==> src/rtl/contour_edge_scorer_macros.svh <==
// Assertion macros for the contour edge scorer.
// Included by the top level; the macros expect clk and arst_n in scope.
`ifndef CONTOUR_EDGE_SCORER_MACROS_SVH
`define CONTOUR_EDGE_SCORER_MACROS_SVH

// same-cycle implication
`define CES_ASSERT_IMP(lbl, ante, cons, msg) \
	lbl: assert property (@(posedge clk) disable iff (!arst_n) (ante) |-> (cons)) \
		else $error(msg);

// next-cycle implication
`define CES_ASSERT_NXT(lbl, ante, cons, msg) \
	lbl: assert property (@(posedge clk) disable iff (!arst_n) (ante) |=> (cons)) \
		else $error(msg);

`endif

==> src/rtl/ces_pkg.sv <==
// Shared types and constants for the contour edge scorer.
// No dependencies.
package ces_pkg;

	localparam int COORD_BITS = 12;
	localparam int SUM_BITS   = 24;

	localparam int PT_BITS    = 12;
	localparam int STR_BITS   = 8;
	localparam int BOX_BITS   = 13;
	localparam int SHIFT_BITS = 12;
	localparam int SCORE_BITS = 22;
	localparam int TOTAL_BITS = 32;
	localparam int PERIM_BITS = BOX_BITS + 2;
	localparam int ADDR_BITS  = 5;
	localparam int DATA_BITS  = 32;

	localparam logic [SCORE_BITS-1:0] SCORE_MAX = '1;
	localparam logic [TOTAL_BITS-1:0] TOTAL_MAX = '1;
	localparam logic [SUM_BITS-1:0]   SUM_MAX   = '1;

	typedef enum logic [2:0] {
		REG_BOX_LEFT   = 3'd0,
		REG_BOX_TOP    = 3'd1,
		REG_BOX_WIDTH  = 3'd2,
		REG_BOX_HEIGHT = 3'd3,
		REG_SHIFT_X    = 3'd4,
		REG_SHIFT_Y    = 3'd5
	} reg_idx_t;

	typedef struct packed {
		logic [BOX_BITS-1:0]   box_left;
		logic [BOX_BITS-1:0]   box_top;
		logic [BOX_BITS-1:0]   box_width;
		logic [BOX_BITS-1:0]   box_height;
		logic [SHIFT_BITS-1:0] shift_x;
		logic [SHIFT_BITS-1:0] shift_y;
	} cfg_t;

	typedef struct packed {
		logic [PT_BITS-1:0]  point_x;
		logic [PT_BITS-1:0]  point_y;
		logic [STR_BITS-1:0] edge_strength;
		logic                contour_end;
		logic                frame_end;
	} point_t;

	// contour close request toward the divider
	typedef struct packed {
		logic                start;
		logic [SUM_BITS-1:0] dividend;
		logic                frame_end;
	} div_req_t;

	// divider result, held until taken
	typedef struct packed {
		logic                  valid;
		logic [SCORE_BITS-1:0] score;
		logic                  frame_end;
	} div_res_t;

endpackage

==> src/rtl/ces_point_if.sv <==
// Point channel: valid/ready plus one contour point.
// Depends on ces_pkg.
interface ces_point_if import ces_pkg::*; ();
	logic                valid;
	logic                ready;
	logic [PT_BITS-1:0]  point_x;
	logic [PT_BITS-1:0]  point_y;
	logic [STR_BITS-1:0] edge_strength;
	logic                contour_end;
	logic                frame_end;

	modport source (output valid, point_x, point_y, edge_strength, contour_end, frame_end,
		input ready);
	modport sink (input valid, point_x, point_y, edge_strength, contour_end, frame_end,
		output ready);
endinterface

==> src/rtl/ces_score_if.sv <==
// Score channel: valid/ready plus one contour result.
// Depends on ces_pkg.
interface ces_score_if import ces_pkg::*; ();
	logic                  valid;
	logic                  ready;
	logic [SCORE_BITS-1:0] contour_score;
	logic [TOTAL_BITS-1:0] total_score;
	logic                  total_final;

	modport source (output valid, contour_score, total_score, total_final, input ready);
	modport sink (input valid, contour_score, total_score, total_final, output ready);
endinterface

==> src/rtl/ces_regs.sv <==
// APB register file holding box and offset settings.
// Depends on ces_pkg.
module ces_regs import ces_pkg::*; (
	input  logic                 clk,
	input  logic                 arst_n,
	input  logic                 psel,
	input  logic                 penable,
	input  logic                 pwrite,
	input  logic [ADDR_BITS-1:0] paddr,
	input  logic [DATA_BITS-1:0] pwdata,
	output logic [DATA_BITS-1:0] prdata,
	output logic                 pready,
	output cfg_t                 cfg
);

	cfg_t     cfg_q;
	reg_idx_t idx;
	logic     wr_en;

	assign pready = 1'b1;
	assign wr_en  = psel && penable && pwrite;
	assign idx    = reg_idx_t'(paddr[ADDR_BITS-1:2]);
	assign cfg    = cfg_q;

	always_ff @(posedge clk or negedge arst_n) begin
		if (!arst_n) begin
			cfg_q.box_left   <= '0;
			cfg_q.box_top    <= '0;
			cfg_q.box_width  <= BOX_BITS'(1);
			cfg_q.box_height <= BOX_BITS'(1);
			cfg_q.shift_x    <= '0;
			cfg_q.shift_y    <= '0;
		end else if (wr_en) begin
			unique case (idx)
				REG_BOX_LEFT:   cfg_q.box_left   <= pwdata[BOX_BITS-1:0];
				REG_BOX_TOP:    cfg_q.box_top    <= pwdata[BOX_BITS-1:0];
				REG_BOX_WIDTH:  cfg_q.box_width  <= pwdata[BOX_BITS-1:0];
				REG_BOX_HEIGHT: cfg_q.box_height <= pwdata[BOX_BITS-1:0];
				REG_SHIFT_X:    cfg_q.shift_x    <= pwdata[SHIFT_BITS-1:0];
				REG_SHIFT_Y:    cfg_q.shift_y    <= pwdata[SHIFT_BITS-1:0];
				default: ;
			endcase
		end
	end

	always_comb begin
		unique case (idx)
			REG_BOX_LEFT:   prdata = DATA_BITS'(cfg_q.box_left);
			REG_BOX_TOP:    prdata = DATA_BITS'(cfg_q.box_top);
			REG_BOX_WIDTH:  prdata = DATA_BITS'(cfg_q.box_width);
			REG_BOX_HEIGHT: prdata = DATA_BITS'(cfg_q.box_height);
			REG_SHIFT_X:    prdata = DATA_BITS'(cfg_q.shift_x);
			REG_SHIFT_Y:    prdata = DATA_BITS'(cfg_q.shift_y);
			default:        prdata = '0;
		endcase
	end

endmodule

==> src/rtl/ces_point.sv <==
// Per-point path: box test, peak/sum/keep tracking, contour close request.
// Depends on ces_pkg.
module ces_point import ces_pkg::*; (
	input  logic     clk,
	input  logic     arst_n,
	input  logic     accept,
	input  point_t   pt,
	input  cfg_t     cfg,
	output div_req_t req
);

	localparam int AW = BOX_BITS + 1;
	localparam logic [PT_BITS-1:0] CMASK = PT_BITS'((64'd1 << COORD_BITS) - 64'd1);
	localparam int KW = STR_BITS + 3;

	logic [STR_BITS-1:0] peak_q;
	logic [SUM_BITS-1:0] sum_q;
	logic                keep_q;

	logic [AW-1:0]       px, py, x_end, y_end;
	logic                in_box, close, keep_out;
	logic [SUM_BITS:0]   sum_add;
	logic [SUM_BITS-1:0] sum_nxt;
	logic [STR_BITS-1:0] peak_nxt;
	logic                keep_nxt;
	logic [KW-1:0]       s5;

	assign px     = AW'(pt.point_x & CMASK) + AW'(cfg.shift_x);
	assign py     = AW'(pt.point_y & CMASK) + AW'(cfg.shift_y);
	assign x_end  = AW'(cfg.box_left) + AW'(cfg.box_width);
	assign y_end  = AW'(cfg.box_top) + AW'(cfg.box_height);
	assign in_box = (px >= AW'(cfg.box_left)) && (px < x_end) &&
		(py >= AW'(cfg.box_top)) && (py < y_end);
	assign close  = pt.contour_end || pt.frame_end;

	// s < floor(peak/5)  <=>  5*(s+1) <= peak
	assign s5       = (KW'(pt.edge_strength) + KW'(1)) * KW'(5);
	assign keep_out = s5 <= KW'(peak_q);
	assign sum_add  = (SUM_BITS+1)'(sum_q) + (SUM_BITS+1)'(pt.edge_strength);

	always_comb begin
		peak_nxt = peak_q;
		sum_nxt  = sum_q;
		keep_nxt = keep_q;
		if (in_box) begin
			if (keep_q) begin
				if (pt.edge_strength > peak_q) peak_nxt = pt.edge_strength;
				sum_nxt = sum_add[SUM_BITS] ? SUM_MAX : sum_add[SUM_BITS-1:0];
			end else begin
				sum_nxt = '0;
			end
		end else begin
			keep_nxt = keep_out;
		end
	end

	assign req.start     = accept && close;
	assign req.dividend  = sum_nxt;
	assign req.frame_end = pt.frame_end;

	always_ff @(posedge clk or negedge arst_n) begin
		if (!arst_n) begin
			peak_q <= '0;
			sum_q  <= '0;
			keep_q <= 1'b1;
		end else if (accept) begin
			if (close) begin
				peak_q <= '0;
				sum_q  <= '0;
				keep_q <= 1'b1;
			end else begin
				peak_q <= peak_nxt;
				sum_q  <= sum_nxt;
				keep_q <= keep_nxt;
			end
		end
	end

endmodule

==> src/rtl/ces_divider.sv <==
// Bit-serial restoring divider: contour sum over box perimeter.
// Depends on ces_pkg.
module ces_divider import ces_pkg::*; (
	input  logic                  clk,
	input  logic                  arst_n,
	input  div_req_t              req,
	input  logic [PERIM_BITS-1:0] perim,
	input  logic                  ack,
	output logic                  idle,
	output div_res_t              res
);

	localparam int CW = $clog2(SUM_BITS + 1);
	localparam int QW = (SUM_BITS > SCORE_BITS) ? SUM_BITS : SCORE_BITS;

	typedef enum logic [1:0] {
		ST_IDLE,
		ST_RUN,
		ST_DONE
	} state_t;

	state_t                state_q;
	logic [SUM_BITS-1:0]   dq_q;
	logic [PERIM_BITS-1:0] rem_q;
	logic [PERIM_BITS-1:0] div_q;
	logic [CW-1:0]         cnt_q;
	logic                  fend_q;

	logic [PERIM_BITS:0]   trial;
	logic                  qbit;
	logic [QW-1:0]         q_ext;
	logic [SCORE_BITS-1:0] score_sat;

	assign trial = {rem_q, dq_q[SUM_BITS-1]};
	assign qbit  = trial >= {1'b0, div_q};
	assign q_ext = QW'(dq_q);

	assign idle          = state_q == ST_IDLE;
	assign res.valid     = state_q == ST_DONE;
	assign res.frame_end = fend_q;
	assign res.score     = score_sat;
	always_comb begin
		if (div_q == '0)                 score_sat = '0;
		else if (q_ext > QW'(SCORE_MAX)) score_sat = SCORE_MAX;
		else                             score_sat = q_ext[SCORE_BITS-1:0];
	end

	always_ff @(posedge clk or negedge arst_n) begin
		if (!arst_n) begin
			state_q <= ST_IDLE;
			cnt_q   <= '0;
		end else begin
			unique case (state_q)
				ST_IDLE: begin
					if (req.start) begin
						state_q <= ST_RUN;
						cnt_q   <= CW'(SUM_BITS);
					end
				end
				ST_RUN: begin
					cnt_q <= cnt_q - CW'(1);
					if (cnt_q == CW'(1)) state_q <= ST_DONE;
				end
				ST_DONE: begin
					if (ack) state_q <= ST_IDLE;
				end
				default: state_q <= ST_IDLE;
			endcase
		end
	end

	// datapath: one quotient bit per cycle
	always_ff @(posedge clk) begin
		if (state_q == ST_IDLE && req.start) begin
			dq_q   <= req.dividend;
			rem_q  <= '0;
			div_q  <= perim;
			fend_q <= req.frame_end;
		end else if (state_q == ST_RUN) begin
			rem_q <= qbit ? PERIM_BITS'(trial - {1'b0, div_q}) : trial[PERIM_BITS-1:0];
			dq_q  <= {dq_q[SUM_BITS-2:0], qbit};
		end
	end

endmodule

==> src/rtl/contour_edge_scorer.sv <==
// Contour edge scorer. Ordinary points: one transfer per cycle while the divider is
// idle, no result. Contour or frame end: the divider works through the sum one bit
// at a time, then the result is loaded into the output register; the next point is
// taken only after the divider returns to idle, which output back-pressure delays.
// Async active-low reset: registers to their reset values, peak and sum clear,
// keep flag set, running total zero.
`include "contour_edge_scorer_macros.svh"

module contour_edge_scorer import ces_pkg::*; (
	input  logic                 clk,
	input  logic                 arst_n,
	input  logic                 psel,
	input  logic                 penable,
	input  logic                 pwrite,
	input  logic [ADDR_BITS-1:0] paddr,
	input  logic [DATA_BITS-1:0] pwdata,
	output logic [DATA_BITS-1:0] prdata,
	output logic                 pready,
	ces_point_if.sink            pt,
	ces_score_if.source          sc
);

	cfg_t     cfg;
	point_t   pt_data;
	div_req_t req;
	div_res_t res;
	logic     div_idle;
	logic     accept;
	logic     out_load;

	logic [PERIM_BITS-1:0] perim;
	logic [TOTAL_BITS:0]   total_sum;
	logic [TOTAL_BITS-1:0] total_nxt;

	// running total and output register
	logic [TOTAL_BITS-1:0] total_q;
	logic                  out_valid_q;
	logic [SCORE_BITS-1:0] out_score_q;
	logic [TOTAL_BITS-1:0] out_total_q;
	logic                  out_final_q;

	ces_regs u_regs (
		.clk     (clk),
		.arst_n  (arst_n),
		.psel    (psel),
		.penable (penable),
		.pwrite  (pwrite),
		.paddr   (paddr),
		.pwdata  (pwdata),
		.prdata  (prdata),
		.pready  (pready),
		.cfg     (cfg)
	);

	assign pt_data.point_x       = pt.point_x;
	assign pt_data.point_y       = pt.point_y;
	assign pt_data.edge_strength = pt.edge_strength;
	assign pt_data.contour_end   = pt.contour_end;
	assign pt_data.frame_end     = pt.frame_end;

	// points flow while the divider is free; a contour close parks the input
	assign pt.ready = div_idle;
	assign accept   = pt.valid && pt.ready;

	ces_point u_point (
		.clk    (clk),
		.arst_n (arst_n),
		.accept (accept),
		.pt     (pt_data),
		.cfg    (cfg),
		.req    (req)
	);

	// perimeter 2w+2h, latched by the divider at start
	assign perim = {PERIM_BITS'(cfg.box_width) + PERIM_BITS'(cfg.box_height)} << 1;

	ces_divider u_div (
		.clk    (clk),
		.arst_n (arst_n),
		.req    (req),
		.perim  (perim),
		.ack    (out_load),
		.idle   (div_idle),
		.res    (res)
	);

	// result moves out when the output register is empty or being drained
	assign out_load  = res.valid && (!out_valid_q || sc.ready);
	assign total_sum = (TOTAL_BITS+1)'(total_q) + (TOTAL_BITS+1)'(res.score);
	assign total_nxt = total_sum[TOTAL_BITS] ? TOTAL_MAX : total_sum[TOTAL_BITS-1:0];

	always_ff @(posedge clk or negedge arst_n) begin
		if (!arst_n) begin
			total_q     <= '0;
			out_valid_q <= 1'b0;
		end else begin
			if (out_load) begin
				total_q     <= res.frame_end ? '0 : total_nxt;
				out_valid_q <= 1'b1;
			end else if (sc.ready) begin
				out_valid_q <= 1'b0;
			end
		end
	end

	always_ff @(posedge clk) begin
		if (out_load) begin
			out_score_q <= res.score;
			out_total_q <= total_nxt;
			out_final_q <= res.frame_end;
		end
	end

	assign sc.valid         = out_valid_q;
	assign sc.contour_score = out_score_q;
	assign sc.total_score   = out_total_q;
	assign sc.total_final   = out_final_q;

	// a contour close always parks the input behind the divider
	`CES_ASSERT_NXT(a_close_blocks, accept && (pt.contour_end || pt.frame_end), !pt.ready, "input not held during division")
	// frame end clears the running total
	`CES_ASSERT_NXT(a_frame_clears, out_load && res.frame_end, total_q == '0, "total not cleared at frame end")
	// no result overwrites one that is still waiting
	`CES_ASSERT_IMP(a_no_overrun, out_load, !(sc.valid && !sc.ready), "result overwritten")

endmodule

==> src/flat_wrapper.sv <==
// flat-port wrapper written by rule: the top's interface ports become plain ports
module contour_edge_scorer_flat import ces_pkg::*;
  (clk, arst_n, psel, penable, pwrite, paddr, pwdata, prdata, pready, pt_valid, pt_point_x, pt_point_y, pt_edge_strength, pt_contour_end, pt_frame_end, pt_ready, sc_valid, sc_contour_score, sc_total_score, sc_total_final, sc_ready);
  ces_point_if pt_i ();
  ces_score_if sc_i ();
  input  logic clk;
  input  logic arst_n;
  input  logic psel;
  input  logic penable;
  input  logic pwrite;
  input  logic [ADDR_BITS-1:0] paddr;
  input  logic [DATA_BITS-1:0] pwdata;
  output logic [DATA_BITS-1:0] prdata;
  output logic pready;
  input wire logic [$bits(pt_i.valid)-1:0] pt_valid;
  input wire logic [$bits(pt_i.point_x)-1:0] pt_point_x;
  input wire logic [$bits(pt_i.point_y)-1:0] pt_point_y;
  input wire logic [$bits(pt_i.edge_strength)-1:0] pt_edge_strength;
  input wire logic [$bits(pt_i.contour_end)-1:0] pt_contour_end;
  input wire logic [$bits(pt_i.frame_end)-1:0] pt_frame_end;
  output wire logic [$bits(pt_i.ready)-1:0] pt_ready;
  output wire logic [$bits(sc_i.valid)-1:0] sc_valid;
  output wire logic [$bits(sc_i.contour_score)-1:0] sc_contour_score;
  output wire logic [$bits(sc_i.total_score)-1:0] sc_total_score;
  output wire logic [$bits(sc_i.total_final)-1:0] sc_total_final;
  input wire logic [$bits(sc_i.ready)-1:0] sc_ready;
  assign pt_i.valid = pt_valid;
  assign pt_i.point_x = pt_point_x;
  assign pt_i.point_y = pt_point_y;
  assign pt_i.edge_strength = pt_edge_strength;
  assign pt_i.contour_end = pt_contour_end;
  assign pt_i.frame_end = pt_frame_end;
  assign pt_ready = pt_i.ready;
  assign sc_valid = sc_i.valid;
  assign sc_contour_score = sc_i.contour_score;
  assign sc_total_score = sc_i.total_score;
  assign sc_total_final = sc_i.total_final;
  assign sc_i.ready = sc_ready;
  contour_edge_scorer u_core (.clk(clk), .arst_n(arst_n), .psel(psel), .penable(penable), .pwrite(pwrite), .paddr(paddr), .pwdata(pwdata), .prdata(prdata), .pready(pready), .pt(pt_i), .sc(sc_i));
endmodule
==> config.mk <==
export PLATFORM = sky130hd
export DESIGN_NAME = contour_edge_scorer_flat
export DESIGN_NICKNAME = d
export VERILOG_FILES = /design/src/rtl/ces_pkg.sv /design/src/rtl/ces_point_if.sv /design/src/rtl/ces_score_if.sv /design/src/rtl/ces_regs.sv /design/src/rtl/ces_point.sv /design/src/rtl/ces_divider.sv /design/src/rtl/contour_edge_scorer.sv /design/src/flat_wrapper.sv
export VERILOG_INCLUDE_DIRS = /design/src /design/src/rtl
export SDC_FILE = /design/constraint.sdc
export NUM_CORES = 1
export LEC_CHECK = 0
export ABC_AREA = 0
export BUFFER_PORTS_ARGS = -buffer_cell sky130_fd_sc_hd__buf_4
export CAP_MARGIN = 5
export CORE_ASPECT_RATIO = 1.25
export CORE_MARGIN = 2
export CORE_UTILIZATION = 45
export CTS_CLUSTER_SIZE = 40
export DETAILED_ROUTE_END_ITERATION = 16
export GPL_TIMING_DRIVEN = 1
export PLACE_DENSITY_LB_ADDON = 0.1
export REMOVE_ABC_BUFFERS = 1
export SLEW_MARGIN = 20
export SYNTH_ARGS = -nofsm -noshare
export SYNTH_HDL_FRONTEND = slang
export SYNTH_HIERARCHICAL = 1
export SYNTH_SLANG_ARGS = --single-unit
==> constraint.sdc <==
create_clock -name clk -period 5.71 [get_ports clk]
set_clock_uncertainty 0.2 [all_clocks]
set_input_delay 1.142 -clock clk [delete_from_list [all_inputs] [get_ports clk]]
set_output_delay 1.142 -clock clk [all_outputs]
set_load 0.1 [all_outputs]
After elaboration in Yosys (flattened, before gate mapping)
Index checks and enable logic that the tools add are counted.
{"block": "totals", "ff_bits": 258, "latchBits": 0, "mem_bits_rw": 0, "mem_bits_ro": 0, "input_bits": 78, "output_inout_bits": 90, "word_cells": 108, "memories": 0}
{"block": "op_classes", "n_addsub": 10, "n_mul": 1, "n_div": 0, "n_lt_le_gt_ge": 8, "eq_ne": 12, "shift": 0, "n_mux": 26, "bitwise_logic": 0, "n_reduce_logical": 31}
{"operator": "2-to-1 mux 24 bit", "n": 6}
{"operator": "one-hot mux 13 bit (6 select lines)", "n": 1}
{"operator": "2-to-1 mux 32 bit", "n": 2}
{"operator": "2-to-1 mux 22 bit", "n": 2}
{"operator": "adder 13 x 13 -> 14 bit", "n": 3}
{"operator": "adder 32 x 22 -> 33 bit", "n": 1}
{"operator": "2-to-1 mux 8 bit", "n": 4}
{"operator": "less-than comparator 13 x 14 -> 1 bit", "n": 2}
{"operator": "adder 12 x 12 -> 13 bit", "n": 2}
{"operator": ">= comparator 13 bit", "n": 2}
{"operator": "adder 24 x 8 -> 25 bit", "n": 1}
{"operator": "> comparator 24 x 22 -> 1 bit, second input constant", "n": 1}
{"operator": ">= comparator 16 x 15 -> 1 bit", "n": 1}
{"operator": "AND reduction 2 bit", "n": 8}
{"operator": "logical NOT 15 bit", "n": 1}
{"operator": "2-to-1 mux 15 bit", "n": 1}
{"operator": "subtractor 15 bit", "n": 1}
{"operator": "nonzero test 2 bit", "n": 6}
{"operator": "<= comparator 11 x 8 -> 1 bit", "n": 1}
{"operator": "multiplier 9 x 3 -> 11 bit, second input constant", "n": 1}
{"operator": "one-hot mux 5 bit (2 select lines)", "n": 1}
{"operator": "adder 8 x 1 -> 9 bit, second input constant", "n": 1}
{"operator": "logical AND 1 bit", "n": 9}
{"operator": "> comparator 8 bit", "n": 1}
{"operator": "19 further kinds", "n": 29}

Depth between registers and ports, before layout
{"block": "depth", "depth_word": 7, "depth_mapped": 27, "ltp_nobuf": 24}

By module
Netlist, hierarchy kept.
{"mod": "ces_point", "instances": 1, "cells_per_inst": 859, "area_per_inst_um2": 6537.5, "seq_area_each_um2": 827.0}
{"mod": "contour_edge_scorer", "instances": 1, "cells_per_inst": 462, "area_per_inst_um2": 5102.4, "seq_area_each_um2": 2477.4}
{"mod": "ces_regs", "instances": 1, "cells_per_inst": 274, "area_per_inst_um2": 3726.1, "seq_area_each_um2": 1904.3}
{"mod": "ces_divider", "instances": 1, "cells_per_inst": 387, "area_per_inst_um2": 3559.7, "seq_area_each_um2": 1676.6}

Worst setup path before layout
No wires, ideal clock.
{"block": "synth_timing", "kind": "input -> register", "start": "input port pt_point_y[0]", "end": "register u_core.u_div.dq_q[20] (data pin)", "setup_time_ns": 0.256, "arrival_ns": 5.049, "t_required_ns": 5.254, "setup_slack_ns": 0.205, "stages": 26, "n_path_buf": 3, "cell_sequence": "ha_1 > inv_1 > fa_1 > inv_1 > a21oi_1 > o21ai_0 > a21oi_1 > o21ai_0 > a21o_1 > a21oi_1 > o211ai_1 > xor2_1 > ha_1 > a21o_1 > a211oi_1 > o21ai_0 > a32oi_1 > nand2_1 > a311o_1 > buf_2 > buf_6 > buf_2 > nand2_1 > o21ai_0 > nand2_1 > nand2_1"}
{"element": "from (decl)", "line": "flat_wrapper.sv:17", "text": "input wire logic [$bits(pt_i.point_y)-1:0] pt_point_y;"}
{"element": "to (signal assigned)", "line": "ces_divider.sv:75", "text": "dq_q <= req.dividend;"}
{"element": "to (signal assigned)", "line": "ces_divider.sv:81", "text": "dq_q <= {dq_q[SUM_BITS-2:0], qbit};"}
{"element": "to (decl)", "line": "ces_divider.sv:23", "text": "logic [SUM_BITS-1:0] dq_q;"}

Final worst setup path
{"block": "layout_timing", "start": "input port pt_point_y[0]", "end": "register u_core.u_point.sum_q[20]"}
{"block": "layout_via", "elab_chain_cells": 6, "word_cells_on_any_way": 7, "classes_between": "add/sub (1); order compare (2); mux (2); reduce/logical (2)"}
{"element": "adder 12 x 12 -> 13 bit *", "line": "ces_point.sv:29", "text": "assign py = AW'(pt.point_y & CMASK) + AW'(cfg.shift_y);"}
{"element": ">= comparator 13 bit", "line": "ces_point.sv:33", "text": "(py >= AW'(cfg.box_top)) && (py < y_end);"}
{"element": "logical AND 1 bit", "line": "ces_point.sv:32", "text": "assign in_box = (px >= AW'(cfg.box_left)) && (px < x_end) &&"}
{"element": "logical AND 1 bit *", "line": "ces_point.sv:33"}
{"element": "2-to-1 mux 24 bit *", "line": "ces_point.sv:45", "text": "if (in_box) begin"}
{"element": "2-to-1 mux 24 bit *", "line": "ces_point.sv:67", "text": "if (close) begin"}
{"element": "to (signal assigned)", "line": "ces_point.sv:73", "text": "sum_q <= sum_nxt;"}
{"element": "to (decl)", "line": "ces_point.sv:17", "text": "logic [SUM_BITS-1:0] sum_q;"}
Every way passes the cells marked *; elsewhere a longest branch is shown, timed or not.
A chain may end at the register's enable or synchronous reset.

==> metrics.yaml <==
numPortBuffers: 126
fin_setup_tns_ns: 0
grt_max_degree: 94
intPower_mw: 6.09
clkTransAtPathRegs_ns: 0.06
hold_buffers: 0
max_slew_margin_pct: 29.1
p_switching_mw: 4.78
syn-cell-area_mm2: 0.0189
ys_types: 105
grt_pass1_vias: 14800
combPwrFrac_pct: 54.7
synth_warnings: 6
die_y_um: 233
die_w_um: 187
setup_viol: 0
drt_wl_total_um: 49400
mostFrequentLayoutCell: "nand2_1"
fmax_mhz: 184
vias_per_cell: 5.70
drt_iter0_drc: 874
cts_sinks: 259
clk_root_buffer_cell: "clkbuf_16"
dr.pass1.iters: 5
r2r_start: "u_core/u_regs/cfg[24]"
finalCritPeriodShare_pct: 95.3
p_seq_share_pct: 27.0
slew_violations: 0
cp-start-kind: "input port"
initial_core_util_pct: 45.2
syn_area_per_cell_um2: 9.55
power_density_mw_per_mm2: 501
gp_congestion: 0.870
rsz0062_at_grt: "no"
cts_made_buffers: 29
row_count: 84
layout-drive-gt1-share_pct: 18.3
syn_inst: 1982
wl_per_cell_um: 18.2
num_vias: 15400
final_area_mm2: 0.0217
cts_buffer_depth: 3
r2r_slack_ns: 0.37
critPathCapture: "u_core/u_point/sum_q[20]"
antenna_found_initial: 0
ys_ff_latch: 259
final_cell_mix: "nand2_1, ha_1, buf_4, dfrtp_1, a21oi_1"
drv_cap: 0
diodes: 0
track_usage_pct: 22.2
r2r_cells: 23
yosysSeqAreaShare_pct: 36.4
ios: 168
reg2reg_to: "u_core/u_point/sum_q[20]"
worstPathMaxFanout: 7
tightest_slew_ns: 1.06
setup.worst_path.class: "in2reg"
leakage_nw: 9.56
die_area_mm2: 0.0437
area_growth_pct: 14.7
placed_cell_area_mm2: 0.0206
swShare_pct: 44.0
grt_pass1_wl_um: 78500
cts_tree: "built"
coreArea_mm2: 0.0418
clock_latency_ns: 0.56
clkPwrFrac_pct: 18.3
synth_ff_type: "dfrtp_1"
overflow: 0
outcome: "complete, no violations"
synth-edff-count: 95
cp_data_arrival_time_ns: 5.72
dp_hpwl_um: 37000
ys_async_sr_fraction_pct: 57.5
cp-startpoint: "pt_point_y[0]"
period_needed_ns: 5.44
hold_path_class: "reg2reg"
critPathRequiredTime_ns: 5.99
cts.htree.levels: 1
drc: 0
antenna_left: 0
hold_viol: 0
layout.nets: 2401
worst_ir_drop_vdd_v: 0.000254
end_kind: "flop"
==> area by class of cell <==
class | instances | area, um2
clock inverters | 18 | 230
multi-input cells | 1517 | 11200
inverters | 131 | 492
clock buffers | 35 | 779
fillers | 3889 | 20100
well taps | 559 | 699
flip-flops and latches | 259 | 6890
repair buffers | 187 | 1430
==> timing repair <==
action,CTS,global route
buffers inserted,0,2
cloned,0,1
resized for setup,2,23
endpoints found under the setup margin,16,48
pin swaps,0,13
==> synth_stat cells (21+ instances only) <==
cell type  count  area share, %
a21o_1        28            1.1
a21oi_1      129            3.4
a22o_1        26            1.2
a31oi_1       21           0.69
and3_1        25           0.83
buf_4         30            1.2
clkbuf_1      39           0.77
dfrtp_1      146             19
edfxtp_1      95             15
ha_1         189             12
inv_1        128            2.5
mux2_2        94            5.6
nand2_1      203            4.0
nand2b_1      22           0.73
nand3_1       75            2.0
nor2_1        93            1.8
nor3_1        26           0.69
o211ai_1      21           0.83
o21a_1        38            1.5
o21ai_0      106            2.8
xnor2_1       49            2.3
xor2_1        36            1.7
==> cell families after synthesis <==
group,count (synthesis),synth area share [%]
other,3,0.0595
AND/OR/NAND/NOR,554,14.4
buffers and inverters,225,5.42
AO/OA/AOI/OAI,546,19.7
adder cells (fa/ha/maj),200,13.6
multiplexers,110,6.53
flip-flops,259,36.4
XOR/XNOR,85,3.93
==> layer usage <==
layer	wire [um]	vias up	GRT usage (%)
li1	-	7559	-
met3	1890	68	2.31
met2	23500	321	38.3
met5	0	-	0
met1	22700	7479	29.6
met4	1290	0	6.10
==> worst min path at each step <==
stage	from	to	depth (start not counted)
6_report	u_core/u_div/rem_q[1]	u_core/u_div/rem_q[1]	2
5_1_grt	u_core/u_div/rem_q[1]	u_core/u_div/rem_q[1]	2
4_1_cts	u_core/u_div/cnt_q[4]	u_core/u_div/cnt_q[4]	1
3_5_place_dp	u_core/u_div/cnt_q[4]	u_core/u_div/cnt_q[4]	1
3_3_place_gp	u_core/u_div/cnt_q[4]	u_core/u_div/cnt_q[4]	1
2_1_floorplan	u_core/u_div/cnt_q[4]	u_core/u_div/cnt_q[4]	1
==> power by group through the flow <==
stage          Clock (mW)  Sequential (mW)  Combinational, mW
2_1_floorplan           0             2.92               4.21
3_3_place_gp            0             2.95               5.73
3_5_place_dp            0             2.96               5.80
4_1_cts              2.05             2.93               5.84
5_1_grt              2.11             2.99               6.62
6_report             1.99             2.94               5.94
==> critical path, stage by stage <==
cell	delay, ns
buf_4	0.11
ha_1	0.19
inv_1	0.07
fa_1	0.18
inv_1	0.04
a21oi_1	0.12
o21ai_1	0.10
a21oi_1	0.15
o21ai_1	0.11
a21o_1	0.20
a21oi_2	0.19
o211ai_1	0.14
buf_4	0.16
buf_4	0.12
o31a_1	0.25
buf_4	0.14
ha_1	0.21
a211oi_1	0.20
o21ai_1	0.13
a32oi_2	0.23
buf_4	0.14
nand2_1	0.04
a311o_2	0.41
buf_6	0.17
or4_4	0.58
o2bb2ai_2	0.18
==> sequential cells by signal, indices dropped and copies added, names as in the netlist <==
register and cells:
u_core/u_div/rem_q 15, u_core/u_point/sum_q 24, u_core/sc.total_score 32, u_core/u_div/state_q 2, u_core/sc.total_final 1, u_core/u_regs/cfg 76, u_core/u_point/keep_q 1, u_core/sc.contour_score 22
u_core/total_q 32, u_core/u_div/div_q 15, u_core/u_div/dq_q 24, u_core/sc.valid 1, u_core/u_div/cnt_q 5, u_core/u_div/fend_q 1, u_core/u_point/peak_q 8
==> through the flow <==
stage / instances / total power, mW / utilization, % / worst slack (ns) / hold WS [ns]
finish: 2706 / 10.9 / 51.9 / 0.269 / 0.295
global route: 2706 / 11.7 / 51.9 / 0.0254 / 0.309
CTS: 2703 / 10.8 / 51.6 / 0.0560 / 0.291
detailed placement: 2650 / 8.76 / 49.2 / -0.656 / 0.283
global placement: 2650 / 8.68 / 49.2 / -0.588 / 0.272
floorplan: 1906 / 7.12 / - / -0.428 / 0.246
No activity file was read; power rests on OpenSTA's default activity.
